===== src/rtl/owb_pkg.sv =====
// ----------------------------------------------------------------------------
// owb_pkg: shared types and constants for the 1-Wire bus master
// Item and result records, command codes and configuration register indexes.
// ----------------------------------------------------------------------------
package owb_pkg;

    localparam int CFG_W     = 12;   // width of every tick-count register
    localparam int CFG_NUM   = 8;    // number of configuration registers
    localparam int CFG_IDX_W = 3;    // index width for CFG_NUM registers

    // command codes
    localparam logic [2:0] OP_RESET = 3'd0;
    localparam logic [2:0] OP_WBYTE = 3'd1;
    localparam logic [2:0] OP_RBYTE = 3'd2;
    localparam logic [2:0] OP_WBIT  = 3'd3;
    localparam logic [2:0] OP_RBIT  = 3'd4;

    // item kinds
    localparam logic KIND_CMD  = 1'b0;
    localparam logic KIND_TICK = 1'b1;

    // configuration register indexes
    localparam logic [CFG_IDX_W-1:0] CFG_RST_LOW   = 3'd0;
    localparam logic [CFG_IDX_W-1:0] CFG_PRES_WAIT = 3'd1;
    localparam logic [CFG_IDX_W-1:0] CFG_RST_REC   = 3'd2;
    localparam logic [CFG_IDX_W-1:0] CFG_W_START   = 3'd3;
    localparam logic [CFG_IDX_W-1:0] CFG_W_HOLD    = 3'd4;
    localparam logic [CFG_IDX_W-1:0] CFG_R_START   = 3'd5;
    localparam logic [CFG_IDX_W-1:0] CFG_R_WAIT    = 3'd6;
    localparam logic [CFG_IDX_W-1:0] CFG_R_REC     = 3'd7;

    // reset values of the configuration registers
    localparam logic [CFG_W-1:0] RST_LOW_DEF   = 12'd500;
    localparam logic [CFG_W-1:0] PRES_WAIT_DEF = 12'd70;
    localparam logic [CFG_W-1:0] RST_REC_DEF   = 12'd500;
    localparam logic [CFG_W-1:0] W_START_DEF   = 12'd13;
    localparam logic [CFG_W-1:0] W_HOLD_DEF    = 12'd50;
    localparam logic [CFG_W-1:0] R_START_DEF   = 12'd5;
    localparam logic [CFG_W-1:0] R_WAIT_DEF    = 12'd5;
    localparam logic [CFG_W-1:0] R_REC_DEF     = 12'd50;

    typedef struct packed {
        logic       kind;
        logic [2:0] op;
        logic [7:0] write_data;
        logic       line_level;
    } t_item;

    typedef struct packed {
        logic       drive_low;
        logic       busy_res;
        logic       done_res;
        logic       device_present;
        logic [7:0] read_data;
        logic       rejected;
    } t_result;

endpackage


===== src/rtl/one_wire_bus_master_unit.sv =====
// ----------------------------------------------------------------------------
// one_wire_bus_master_unit: 1-Wire bus master
// Reset/presence, write slots and read slots timed by an external tick.
// ----------------------------------------------------------------------------
// Usage:
//   Input channel (i_in_valid / o_in_stall) carries items: a command
//   (kind 0: reset, write byte, read byte, write bit, read bit) or a tick
//   (kind 1) carrying the sampled bus level. Ticks come from a prescaler.
//   Every item produces exactly one result transfer on the output channel
//   (o_out_valid / i_out_stall): bus drive, busy, done, presence, read data
//   and a rejected flag for commands that arrive while busy or are unknown.
//   Throughput: one item per cycle while the receiver does not stall. The
//   input transfer loads the input register; the sequencer result is pushed
//   from there into the result queue when the queue has room, and o_out_valid
//   rises once the queue holds it. The input register feeds the sequencer
//   directly; a two-entry result queue decouples the receiver. When the
//   receiver stalls, results pile up in the queue; once it is full and the
//   input register holds an item, o_in_stall goes high. Synchronous
//   active-low reset: sequencer idle, timing registers at their defaults,
//   queue empty. Timing registers are written through i_cfg_we,
//   i_cfg_index and i_cfg_wdata; the user must do so only while the unit is
//   idle, which the block itself does not enforce.
// ----------------------------------------------------------------------------
module one_wire_bus_master_unit (
    input  logic                           i_clk,
    input  logic                           i_rst_n,
    // configuration
    input  logic                           i_cfg_we,
    input  logic [owb_pkg::CFG_IDX_W-1:0]  i_cfg_index,
    input  logic [owb_pkg::CFG_W-1:0]      i_cfg_wdata,
    // item input
    input  logic                           i_in_valid,
    output logic                           o_in_stall,
    input  logic                           i_kind,
    input  logic [2:0]                     i_op,
    input  logic [7:0]                     i_write_data,
    input  logic                           i_line_level,
    // result output
    output logic                           o_out_valid,
    input  logic                           i_out_stall,
    output logic                           o_drive_low,
    output logic                           o_busy_res,
    output logic                           o_done_res,
    output logic                           o_device_present,
    output logic [7:0]                     o_read_data,
    output logic                           o_rejected
);

    // input register stage
    logic             r_s1_valid;
    owb_pkg::t_item   r_s1_item;
    logic             in_xfer;
    logic             go;
    logic             buf_full;
    owb_pkg::t_result core_res;
    owb_pkg::t_result out_res;

    assign o_in_stall = r_s1_valid && buf_full;
    assign in_xfer    = i_in_valid && !o_in_stall;
    assign go         = r_s1_valid && !buf_full;

    always_ff @(posedge i_clk) begin
        if (in_xfer) begin
            r_s1_item.kind       <= i_kind;
            r_s1_item.op         <= i_op;
            r_s1_item.write_data <= i_write_data;
            r_s1_item.line_level <= i_line_level;
        end
    end

    always_ff @(posedge i_clk) begin
        if (!i_rst_n) begin
            r_s1_valid <= 1'b0;
        end else if (in_xfer) begin
            r_s1_valid <= 1'b1;
        end else if (go) begin
            r_s1_valid <= 1'b0;
        end
    end

    // sequencer: state updates when the held item moves into the queue
    owb_core u_core (
        .i_clk       (i_clk),
        .i_rst_n     (i_rst_n),
        .i_cfg_we    (i_cfg_we),
        .i_cfg_index (i_cfg_index),
        .i_cfg_wdata (i_cfg_wdata),
        .i_go        (go),
        .i_item      (r_s1_item),
        .o_result    (core_res)
    );

    // result queue
    owb_out_buf u_out_buf (
        .i_clk   (i_clk),
        .i_rst_n (i_rst_n),
        .i_push  (go),
        .i_data  (core_res),
        .o_full  (buf_full),
        .o_valid (o_out_valid),
        .i_stall (i_out_stall),
        .o_data  (out_res)
    );

    assign o_drive_low      = out_res.drive_low;
    assign o_busy_res       = out_res.busy_res;
    assign o_done_res       = out_res.done_res;
    assign o_device_present = out_res.device_present;
    assign o_read_data      = out_res.read_data;
    assign o_rejected       = out_res.rejected;

    // an item in the input register is never dropped
    a_s1_hold: assert property (@(posedge i_clk) disable iff (!i_rst_n)
        (r_s1_valid && !go) |=> (r_s1_valid && $stable(r_s1_item)))
        else $error("held item lost from input register");

    // the input register is only refilled once its item has moved on
    a_s1_no_overwrite: assert property (@(posedge i_clk) disable iff (!i_rst_n)
        (in_xfer && r_s1_valid) |-> go)
        else $error("input register overwritten");

    // a result flagged done never also reports rejection
    a_done_excl: assert property (@(posedge i_clk) disable iff (!i_rst_n)
        (go && core_res.done_res) |-> !core_res.rejected)
        else $error("result both done and rejected");

endmodule


===== src/rtl/owb_core.sv =====
// ----------------------------------------------------------------------------
// owb_core: bus sequencer
// Holds the timing registers and slot state; turns one item into one result.
// ----------------------------------------------------------------------------
module owb_core (
    input  logic                           i_clk,
    input  logic                           i_rst_n,
    input  logic                           i_cfg_we,
    input  logic [owb_pkg::CFG_IDX_W-1:0]  i_cfg_index,
    input  logic [owb_pkg::CFG_W-1:0]      i_cfg_wdata,
    input  logic                           i_go,
    input  owb_pkg::t_item                 i_item,
    output owb_pkg::t_result               o_result
);

    typedef enum logic [3:0] {
        PH_IDLE     = 4'd0,
        PH_RST_LOW  = 4'd1,
        PH_RST_WAIT = 4'd2,
        PH_RST_REC  = 4'd3,
        PH_W_START  = 4'd4,
        PH_W_HOLD   = 4'd5,
        PH_R_START  = 4'd6,
        PH_R_WAIT   = 4'd7,
        PH_R_REC    = 4'd8
    } t_phase;

    logic [owb_pkg::CFG_W-1:0] r_cfg [owb_pkg::CFG_NUM];

    t_phase                    r_phase, n_phase;
    logic [owb_pkg::CFG_W-1:0] r_tick, n_tick;
    logic [3:0]                r_bits_left, n_bits_left;
    logic [7:0]                r_shift, n_shift;
    logic [2:0]                r_cur_op, n_cur_op;
    logic                      r_presence, n_presence;
    logic [7:0]                r_last_read, n_last_read;

    logic [owb_pkg::CFG_IDX_W-1:0] lim_idx;
    logic [owb_pkg::CFG_W-1:0]     lim_raw;
    logic [owb_pkg::CFG_W-1:0]     limit;
    logic                          more;
    logic                          done;
    logic                          rejected;
    logic                          drive;

    // config registers
    always_ff @(posedge i_clk) begin
        if (!i_rst_n) begin
            r_cfg[owb_pkg::CFG_RST_LOW]   <= owb_pkg::RST_LOW_DEF;
            r_cfg[owb_pkg::CFG_PRES_WAIT] <= owb_pkg::PRES_WAIT_DEF;
            r_cfg[owb_pkg::CFG_RST_REC]   <= owb_pkg::RST_REC_DEF;
            r_cfg[owb_pkg::CFG_W_START]   <= owb_pkg::W_START_DEF;
            r_cfg[owb_pkg::CFG_W_HOLD]    <= owb_pkg::W_HOLD_DEF;
            r_cfg[owb_pkg::CFG_R_START]   <= owb_pkg::R_START_DEF;
            r_cfg[owb_pkg::CFG_R_WAIT]    <= owb_pkg::R_WAIT_DEF;
            r_cfg[owb_pkg::CFG_R_REC]     <= owb_pkg::R_REC_DEF;
        end else if (i_cfg_we) begin
            r_cfg[i_cfg_index] <= i_cfg_wdata;
        end
    end

    // phase length select; zero counts as one
    always_comb begin
        unique case (r_phase)
            PH_RST_LOW:  lim_idx = owb_pkg::CFG_RST_LOW;
            PH_RST_WAIT: lim_idx = owb_pkg::CFG_PRES_WAIT;
            PH_RST_REC:  lim_idx = owb_pkg::CFG_RST_REC;
            PH_W_START:  lim_idx = owb_pkg::CFG_W_START;
            PH_W_HOLD:   lim_idx = owb_pkg::CFG_W_HOLD;
            PH_R_START:  lim_idx = owb_pkg::CFG_R_START;
            PH_R_WAIT:   lim_idx = owb_pkg::CFG_R_WAIT;
            default:     lim_idx = owb_pkg::CFG_R_REC;
        endcase
    end

    assign lim_raw = r_cfg[lim_idx];
    assign limit   = (lim_raw == '0) ? owb_pkg::CFG_W'(1) : lim_raw;
    assign more    = ({1'b0, r_tick} + 13'd1) < {1'b0, limit};

    always_comb begin
        n_phase     = r_phase;
        n_tick      = r_tick;
        n_bits_left = r_bits_left;
        n_shift     = r_shift;
        n_cur_op    = r_cur_op;
        n_presence  = r_presence;
        n_last_read = r_last_read;
        done        = 1'b0;
        rejected    = 1'b0;
        if (i_go) begin
            if (i_item.kind == owb_pkg::KIND_CMD) begin
                if (r_phase != PH_IDLE || i_item.op > owb_pkg::OP_RBIT) begin
                    rejected = 1'b1;
                end else begin
                    n_cur_op = i_item.op;
                    n_tick   = '0;
                    unique case (i_item.op)
                        owb_pkg::OP_RESET: begin
                            n_phase     = PH_RST_LOW;
                            n_bits_left = 4'd0;
                        end
                        owb_pkg::OP_WBYTE: begin
                            n_phase     = PH_W_START;
                            n_bits_left = 4'd8;
                            n_shift     = i_item.write_data;
                        end
                        owb_pkg::OP_WBIT: begin
                            n_phase     = PH_W_START;
                            n_bits_left = 4'd1;
                            n_shift     = {7'd0, |i_item.write_data};
                        end
                        owb_pkg::OP_RBYTE: begin
                            n_phase     = PH_R_START;
                            n_bits_left = 4'd8;
                            n_shift     = 8'd0;
                        end
                        default: begin
                            n_phase     = PH_R_START;
                            n_bits_left = 4'd1;
                            n_shift     = 8'd0;
                        end
                    endcase
                end
            end else if (r_phase != PH_IDLE) begin
                if (more) begin
                    n_tick = r_tick + owb_pkg::CFG_W'(1);
                end else begin
                    n_tick = '0;
                    unique case (r_phase)
                        PH_RST_LOW:  n_phase = PH_RST_WAIT;
                        PH_RST_WAIT: begin
                            n_presence = ~i_item.line_level;
                            n_phase    = PH_RST_REC;
                        end
                        PH_RST_REC: begin
                            n_phase = PH_IDLE;
                            done    = 1'b1;
                        end
                        PH_W_START:  n_phase = PH_W_HOLD;
                        PH_W_HOLD: begin
                            n_shift     = {1'b0, r_shift[7:1]};
                            n_bits_left = r_bits_left - 4'd1;
                            if (n_bits_left == 4'd0) begin
                                n_phase = PH_IDLE;
                                done    = 1'b1;
                            end else begin
                                n_phase = PH_W_START;
                            end
                        end
                        PH_R_START:  n_phase = PH_R_WAIT;
                        PH_R_WAIT: begin
                            n_shift = {i_item.line_level, r_shift[7:1]};
                            n_phase = PH_R_REC;
                        end
                        default: begin
                            n_bits_left = r_bits_left - 4'd1;
                            if (n_bits_left == 4'd0) begin
                                n_last_read = (r_cur_op == owb_pkg::OP_RBIT) ?
                                              {7'd0, r_shift[7]} : r_shift;
                                n_phase = PH_IDLE;
                                done    = 1'b1;
                            end else begin
                                n_phase = PH_R_START;
                            end
                        end
                    endcase
                end
            end
        end
    end

    // bus drive after this item
    always_comb begin
        unique case (n_phase)
            PH_RST_LOW, PH_W_START, PH_R_START: drive = 1'b1;
            PH_W_HOLD:                          drive = ~n_shift[0];
            default:                            drive = 1'b0;
        endcase
    end

    always_ff @(posedge i_clk) begin
        if (!i_rst_n) begin
            r_phase     <= PH_IDLE;
            r_tick      <= '0;
            r_bits_left <= '0;
            r_shift     <= '0;
            r_cur_op    <= '0;
            r_presence  <= 1'b0;
            r_last_read <= '0;
        end else begin
            r_phase     <= n_phase;
            r_tick      <= n_tick;
            r_bits_left <= n_bits_left;
            r_shift     <= n_shift;
            r_cur_op    <= n_cur_op;
            r_presence  <= n_presence;
            r_last_read <= n_last_read;
        end
    end

    assign o_result.drive_low      = drive;
    assign o_result.busy_res       = (n_phase != PH_IDLE);
    assign o_result.done_res       = done;
    assign o_result.device_present = n_presence;
    assign o_result.read_data      = n_last_read;
    assign o_result.rejected       = rejected;

    // a rejected command leaves the sequencer untouched
    a_reject_holds: assert property (@(posedge i_clk) disable iff (!i_rst_n)
        (i_go && rejected) |=> ($stable(r_phase) && $stable(r_shift) &&
                                $stable(r_bits_left) && $stable(r_tick)))
        else $error("rejected command changed sequencer state");

    // completion always lands in idle
    a_done_idle: assert property (@(posedge i_clk) disable iff (!i_rst_n)
        done |=> (r_phase == PH_IDLE))
        else $error("done without returning to idle");

    // slot count never exceeds one byte
    a_bits_range: assert property (@(posedge i_clk) disable iff (!i_rst_n)
        r_bits_left <= 4'd8)
        else $error("bit counter out of range");

    // phase counter stays below its budget
    a_tick_range: assert property (@(posedge i_clk) disable iff (!i_rst_n)
        (r_phase != PH_IDLE && !(i_cfg_we)) |-> (r_tick < limit))
        else $error("tick counter ran past phase length");

endmodule


===== src/rtl/owb_out_buf.sv =====
// ----------------------------------------------------------------------------
// owb_out_buf: result buffer
// Two-entry queue that holds results while the receiver stalls.
// ----------------------------------------------------------------------------
module owb_out_buf (
    input  logic              i_clk,
    input  logic              i_rst_n,
    input  logic              i_push,
    input  owb_pkg::t_result  i_data,
    output logic              o_full,
    output logic              o_valid,
    input  logic              i_stall,
    output owb_pkg::t_result  o_data
);

    owb_pkg::t_result r_data [2];
    logic             r_wr_ptr;
    logic             r_rd_ptr;
    logic [1:0]       r_count;
    logic             pop;

    assign o_valid = (r_count != 2'd0);
    assign o_full  = (r_count == 2'd2);
    assign pop     = o_valid && !i_stall;
    assign o_data  = r_data[r_rd_ptr];

    always_ff @(posedge i_clk) begin
        if (i_push) begin
            r_data[r_wr_ptr] <= i_data;
        end
    end

    always_ff @(posedge i_clk) begin
        if (!i_rst_n) begin
            r_wr_ptr <= 1'b0;
            r_rd_ptr <= 1'b0;
            r_count  <= 2'd0;
        end else begin
            if (i_push) begin
                r_wr_ptr <= ~r_wr_ptr;
            end
            if (pop) begin
                r_rd_ptr <= ~r_rd_ptr;
            end
            r_count <= r_count + {1'b0, i_push} - {1'b0, pop};
        end
    end

    a_no_overflow: assert property (@(posedge i_clk) disable iff (!i_rst_n)
        (r_count == 2'd2) |-> !i_push)
        else $error("result buffer overflow");

    a_count_range: assert property (@(posedge i_clk) disable iff (!i_rst_n)
        r_count <= 2'd2)
        else $error("result buffer count out of range");

    a_ptr_track: assert property (@(posedge i_clk) disable iff (!i_rst_n)
        (r_count == 2'd0 || r_count == 2'd2) |-> (r_wr_ptr == r_rd_ptr))
        else $error("result buffer pointers disagree with count");

endmodule


===== config.mk =====
export PLATFORM = sky130hd
export DESIGN_NAME = one_wire_bus_master_unit
export DESIGN_NICKNAME = d
export VERILOG_FILES = /design/src/rtl/owb_pkg.sv /design/src/rtl/one_wire_bus_master_unit.sv /design/src/rtl/owb_core.sv /design/src/rtl/owb_out_buf.sv
export SDC_FILE = /design/constraint.sdc
export NUM_CORES = 1
export LEC_CHECK = 0
export BUFFER_PORTS_ARGS = -buffer_cell sky130_fd_sc_hd__buf_2
export CAP_MARGIN = 15
export CORE_MARGIN = 2
export CORE_UTILIZATION = 57
export CTS_BUF_LIST = sky130_fd_sc_hd__clkbuf_8
export DETAILED_ROUTE_END_ITERATION = 8
export MAX_ROUTING_LAYER = met4
export PLACE_DENSITY = 0.78
export SETUP_SLACK_MARGIN = 0.1
export SYNTH_ARGS = -nofsm -noshare
export SYNTH_HDL_FRONTEND = slang
export SYNTH_HIERARCHICAL = 1
export SYNTH_SLANG_ARGS = --single-unit

===== constraint.sdc =====
create_clock -name i_clk -period 3.6 [get_ports i_clk]
set_input_delay 0.72 -clock i_clk [delete_from_list [all_inputs] [get_ports i_clk]]
set_output_delay 0.72 -clock i_clk [all_outputs]
set_load 0.005 [all_outputs]

# --- Yosys cells after proc, flatten, opt, wreduce, memory -nomap -nowiden ---
# Memory sizes are Yosys's and may differ from the RTL's. A register that Yosys moved wholly into a read port is not among the register bits.
# Cells that the tools add are included.
# Widths: inputs -> output; s select.
totals:
  register_bits: 58
  latchBits: 0
  mem_bits_rw: 122
  mem_bits_ro: 0
  inputBits: 33
  output_inout_bits: 15
  elab_cells: 143
  mem_count: 2
mem_list:
  columns: ["memory", "depth", "width", "read_ports", "rd_clocked_by_memory_dff", "wr", "line_no", "text"]
  rows:
  - ["u_core.r_cfg", 8, 12, 1, 0, 8, "owb_core.sv:28", "logic [owb_pkg::CFG_W-1:0] r_cfg [owb_pkg::CFG_NUM];"]
  - ["u_out_buf.r_data", 2, 13, 1, 1, 1, "owb_out_buf.sv:16", "owb_pkg::t_result r_data [2];"]
classes:
  n_addsub: 5
  mul: 0
  div_mod_pow: 0
  order_cmp: 2
  n_eq_ne: 22
  n_shift: 0
  n_mux: 63
  bitwise_logic: 6
  n_reduce_logical: 27
op_table:
  columns: ["operator", "n"]
  rows:
  - ["$mux 8", 11]
  - ["$mux 12", 6]
  - ["$mux 4", 10]
  - ["$eq 4x3->1 const B", 7]
  - ["$pmux 4 s7", 1]
  - ["$mux 1", 25]
  - ["$pmux 8 s3", 1]
  - ["$pmux 3 s7", 1]
  - ["$pmux 8 s2", 1]
  - ["$add 12x1->13 const B", 1]
  - ["$lt 13x12->1", 1]
  - ["$add 12x1->12 const B", 1]
  - ["$logic_not 12->1", 1]
  - ["$reduce_or 12->1", 1]
  - ["$mux 3", 3]
  - ["$eq 4x1->1 const B", 2]
  - ["$eq 4x2->1 const B", 2]
  - ["$ne 2x2->1 const B", 4]
  - ["$pmux 4 s2", 1]
  - ["$reduce_bool 4->1", 2]
  - ["$reduce_or 8->1", 1]
  - ["$reduce_or 7->1", 1]
  - ["$eq 3x2->1 const B", 2]
  - ["$not 1->1", 6]
  - ["24 further kinds", 33]

# --- Longest topological paths before layout ---
# An unclocked memory read counts as a cell.
logic_depth:
  depth_word: 13
  ltp_mapped: 17
  depth_no_buf: 15

# --- Hierarchy ---
# The synthesis kept the hierarchy.
modules_own_cells:
  columns: ["module", "n_inst", "cells_per_inst", "area_each_um2", "seq_area_each_um2"]
  rows:
  - ["owb_core", 1, 737, 7444.6, 3683.5]
  - ["owb_out_buf", 1, 63, 1184.9, 880.8]
  - ["one_wire_bus_master_unit", 1, 18, 440.4, 410.4]

# --- Least setup slack after synthesis ---
# No wires, ideal clock.
synth_path:
  kind: "reg-to-reg"
  from: "register u_core.r_phase[2]"
  to: "memory u_out_buf/r_data[0][12] (netlist name), data pin"
  setup_time_ns: 0.252
  arrival_time_ns: 3.451
  required_time_ns: 3.348
  setup_slack_ns: -0.103
  stages_incl_launch_ff: 17
  n_path_buf: 2
  period_less_slack_ns: 3.703
  cell_sequence: "dfxtp_1 nor3_2 or2_1 buf_6 o31ai_1 nand2_1 ha_1 a21o_1 a41o_1 a21oi_1 or4b_2 nand2_1 a21oi_1 a311oi_1 o21a_1 a211oi_2 buf_4"
synth_via:
  elab_chain_len: 13
  elab_cells_between_ends: 33
  classes_between: "1 x order compare; 11 x eq/ne; 15 x mux; 1 x bitwise; 4 x reduce/logical; 1 x memory"
synth_lines:
  columns: ["item", "line_no", "text"]
  rows:
  - ["start: declaration", "owb_core.sv:30", "t_phase r_phase, n_phase;"]
  - ["start signal: assignment", "owb_core.sv:191", "r_phase <= n_phase;"]
  - ["$eq 4x3->1 (tied with other cells)", "owb_core.sv:64, owb_core.sv:129", null]
  - ["$pmux 3 s7", "owb_core.sv:64", "unique case (r_phase)"]
  - ["$mem_v2 8x12", null, null]
  - ["$logic_not 12->1", "owb_core.sv:77", "assign limit = (lim_raw == '0) ? owb_pkg::CFG_W'(1) : lim_raw;"]
  - ["$mux 12", "owb_core.sv:77", null]
  - ["$lt 13x12->1", "owb_core.sv:78", "assign more = ({1'b0, r_tick} + 13'd1) < {1'b0, limit};"]
  - ["$mux 4", "owb_core.sv:125", "if (more) begin"]
  - ["$mux 4", "owb_core.sv:124", "end else if (r_phase != PH_IDLE) begin"]
  - ["$mux 4", "owb_core.sv:91", "if (i_item.kind == owb_pkg::KIND_CMD) begin"]
  - ["$mux 4", "owb_core.sv:90", "if (i_go) begin"]
  - ["$eq 4x1->1 / $eq 4x3->1 (equally long branches)", "owb_core.sv:174", "unique case (n_phase)"]
  - ["$reduce_or 3->1", "owb_core.sv:174", null]
  - ["$pmux 1 s2 *", "owb_core.sv:174", null]
  - ["net u_core.drive", "owb_core.sv:44", "logic drive;"]
  - ["end: declaration", "owb_out_buf.sv:16", null]
# The timed path passes the listed nets; every way through them passes the cells marked *. The select of a mux whose other input is x is not followed.

==> impl_metrics.py <==
metrics = {
    "critical_path": {
        "setup.worst_path.start": "u_core/r_phase[0]$_SDFF_PN0_",
        "r2r_end": "u_out_buf/r_data[1][3]$_DFFE_PP_",
        "endpoint_kind": "flop",
        "arrival_ns": 4.10,
        "r2r_cells": 16,
        "cp.required_ns": 3.84,
        "cp-endpoint": "u_out_buf/r_data[1][3]$_DFFE_PP_",
        "path_max_fanout": 7,
        "r2r_start": "u_core/r_phase[0]$_SDFF_PN0_",
        "r2r_setup_slack_ns": -0.26,
        "worstSetupPathType": "flop to flop",
        "startpoint_type": "flop",
    },
    "timing": {
        "slew_violations": 0,
        "rsz0062_at_grt": "true",
        "final.min_clock_period_ns": 3.86,
        "period_share_pct": 107,
        "finalSetupTns_ns": -10.39,
        "fin_ws_ns": -0.259,
        "finalSetupViolations": 57,
        "max_slew.worst_pin.slew_ns": 1.14,
        "max_freq_ghz": 0.259,
        "slew_headroom_pct": 24.1,
        "hold_viol": 0,
        "fin_skew_ns": 0.0145,
    },
    "synth": {
        "synthFlopType": "edfxtp_1",
        "synth_edf_count": 135,
        "synth_cells": 818,
        "seq_area_frac_synth_pct": 54.8,
        "syn_area_per_cell_sq_um": 11.1,
        "netlist.area_leader.share_pct": 44.7,
        "synth_cell_type_count": 75,
        "netlist_area_sq_um": 9070,
        "synth-async-reset-ratio_pct": 0,
        "yosysWarnings": 6,
        "yosysMostFrequentCell": "edfxtp_1",
        "ys_top_cells_by_area": "edfxtp_1, dfxtp_1, and2_1, nor2_1, a22oi_1",
        "synth_top_cell_by_area": "edfxtp_1",
        "synth_seq_cells": 181,
        "synth_common_cells": "edfxtp_1, and2_1, nor2_1",
        "synth_nets": 867,
    },
    "layout": {
        "syn_to_final_growth_pct": 28.8,
        "finalInstanceArea_sq_um": 11700,
        "nNetsFinal": 1000,
        "diodes": 0,
        "drive_above_1_share_pct": 38.0,
        "n_fill_cell": 981,
    },
    "grt": {
        "grt_use_met2_pct": 49.1,
        "grt_overflow": 0,
        "gr-usage-met1_pct": 33.2,
        "track_usage_pct": 28.6,
        "use_met3_pct": 4.39,
        "grt_max_degree": 20,
        "grt_antenna_before_repair": 0,
        "grt_pass1_vias": 6937,
        "grt_first_pass_wirelength_mm": 35.7,
        "globalRoute.busiestLayer": "met2",
    },
    "run": {
        "drv_cap": 0,
    },
    "min_path": {
        "hold_class": "input port to flop",
    },
    "placed_design": {
        "io_buffers": 47,
        "gp_congestion": 0.910,
        "dp_hpwl_mm": 16.0,
        "dpl-instance-area_sq_um": 10000,
    },
    "clock_network": {
        "hold_buffers": 0,
        "cts_max_level": 4,
        "numCtsBuffers": 17,
        "clockBufferDepth": 2,
        "clock_sinks": 181,
        "cts-root-buf": "clkbuf_8",
        "worstSkewPairLatency_ns": 0.48,
        "cts_tree": "built",
        "clk_pin_slew_ns": 0.10,
    },
    "floorplan": {
        "die_height_microns": 130,
        "pin_count": 48,
        "start_util_pct": 57.7,
        "die_w_microns": 130,
        "rows": 46,
        "dieArea_sq_um": 16900,
        "core_sq_um": 15700,
    },
    "detailed_routing": {
        "vias": 7218,
        "wl_mm": 24.5,
        "routedWlPerCell_microns": 20.8,
        "viasPerCell": 6.12,
        "ant_nets": 0,
        "first_pass_iters": 5,
        "drtIter0Drc": 699,
        "route.detailed.drc": 0,
    },
    "status": {
        "outcome": "finished with violations",
        "failed_checks": "setup timing",
    },
    "pwr": {
        "power_density_nw_per_um2": 435,
        "peakVddDrop_v": 0.000271,
        "cellLeakagePower_nw": 4.23,
    },
}
[what timing repair did]
action,CTS,global route
endpoints found under the setup margin,61,61
pin swaps,20,39
resized for setup,87,119
endpoints found under the hold margin,0,0
buffers inserted,16,11
gates cloned,3,6
[stage by stage]
stage | worst slack (ns) | hold WS, ns | utilization (%) | total power (W) | cells
floorplan | 0.108 | 0.452 | - | 0.00307 | 818
global placement | -0.295 | 0.461 | 63.7 | 0.00340 | 1113
detailed placement | -0.398 | 0.479 | 63.7 | 0.00343 | 1113
CTS | -0.199 | 0.397 | 69.4 | 0.00489 | 1164
global route | -0.370 | 0.390 | 74.3 | 0.00528 | 1180
finish | -0.259 | 0.406 | 74.3 | 0.00508 | 1180
[worst min path at each step]
stage,startpoint,to,cells after the start
after floorplan,u_out_buf/r_rd_ptr$_SDFFE_PN0P_,flop,2
after global placement,u_out_buf/r_rd_ptr$_SDFFE_PN0P_,u_out_buf/r_rd_ptr$_SDFFE_PN0P_,2
after detailed placement,u_core/r_last_read[6]$_SDFF_PN0_,u_core/r_last_read[6]$_SDFF_PN0_,2
after CTS,i_op[1],r_s1_item[10]$_DFFE_PP_,1
after global routing,i_write_data[4],r_s1_item[5]$_DFFE_PP_,1
final,i_op[1],r_s1_item[10]$_DFFE_PP_,1
[cell usage in the layout (no fill, tap or decap), types with 16 or more instances in the layout]
cell type / synthesis / routed
a21oi_1: 39 / 28
a22oi_2: 0 / 19
and2_1: 75 / 72
buf_2: 12 / 47
buf_4: 8 / 84
buf_6: 6 / 23
clkbuf_8: 0 / 17
dfxtp_1: 46 / 40
edfxtp_1: 135 / 135
nand2_1: 39 / 22
nand2b_1: 24 / 16
nor2_1: 60 / 54
o21ai_0: 40 / 32
or3_1: 22 / 22
[sequential cells by signal, indices dropped and copies added, names as in the netlist, named ones only]
| signal | count |
|---|---|
| u_out_buf/r_data | 26 |
| u_core/r_presence | 1 |
| u_out_buf/r_rd_ptr | 1 |
| r_s1_item | 13 |
| u_out_buf/r_wr_ptr | 1 |
| u_core/r_phase | 4 |
| u_out_buf/r_count | 2 |
| u_core/r_cur_op | 3 |
| u_core/r_shift | 8 |
| u_core/r_last_read | 8 |
| u_core/r_bits_left | 4 |
| u_core/r_tick | 12 |
| r_s1_valid | 1 |
| u_core/r_cfg | 96 |
[kinds of logic after synthesis]
logic type / Yosys count / share of synthesized area (%)
buffers and inverters: 66 / 3.72
multiplexers: 25 / 3.05
AO/OA/AOI/OAI: 208 / 15.9
flip-flops: 181 / 54.8
XOR/XNOR: 14 / 1.50
adder cells (fa/ha/maj): 16 / 2.21
AND/OR/NAND/NOR: 308 / 18.8
[critical path: stages, from the launching register on]
cell and delay (ns):
dfxtp_4 0.39, buf_6 0.14, and3b_2 0.27, buf_12 0.16
a22oi_1 0.31, o21ai_4 0.11, nand2_2 0.10, ha_4 0.13
nand4_1 0.12, or3_1 0.35, a311oi_1 0.25, and3b_2 0.26
a21o_4 0.22, nor4b_4 0.42, buf_6 0.19, nand2b_4 0.14
nand2_2 0.05
[metal layers]
metal / up-vias / part of all wire [%]
li1: 3332 / -
met1: 3529 / 39
met2: 296 / 53
met3: 61 / 4.7
met4: 0 / 3.0
met5: - / 0
[final cells by class]
type | instances | area (sq um) | area share (%)
clock buffer | 17 | 234 | 2.00
clock inverter | 15 | 159 | 1.36
inverter | 14 | 52.6 | 0.450
multi-input combinational | 574 | 4660 | 39.9
sequential | 181 | 4990 | 42.7
tap | 216 | 270 | 2.31
timing repair buffer | 163 | 1310 | 11.2
[report_power, final]
part / internal, W / switching, W
Sequential: 0.00238 / 0.0000970
Combinational: 0.000576 / 0.000649
Clock: 0.000578 / 0.000805
Total: 0.00353 / 0.00155
No activity file was read; power rests on OpenSTA's default activity.
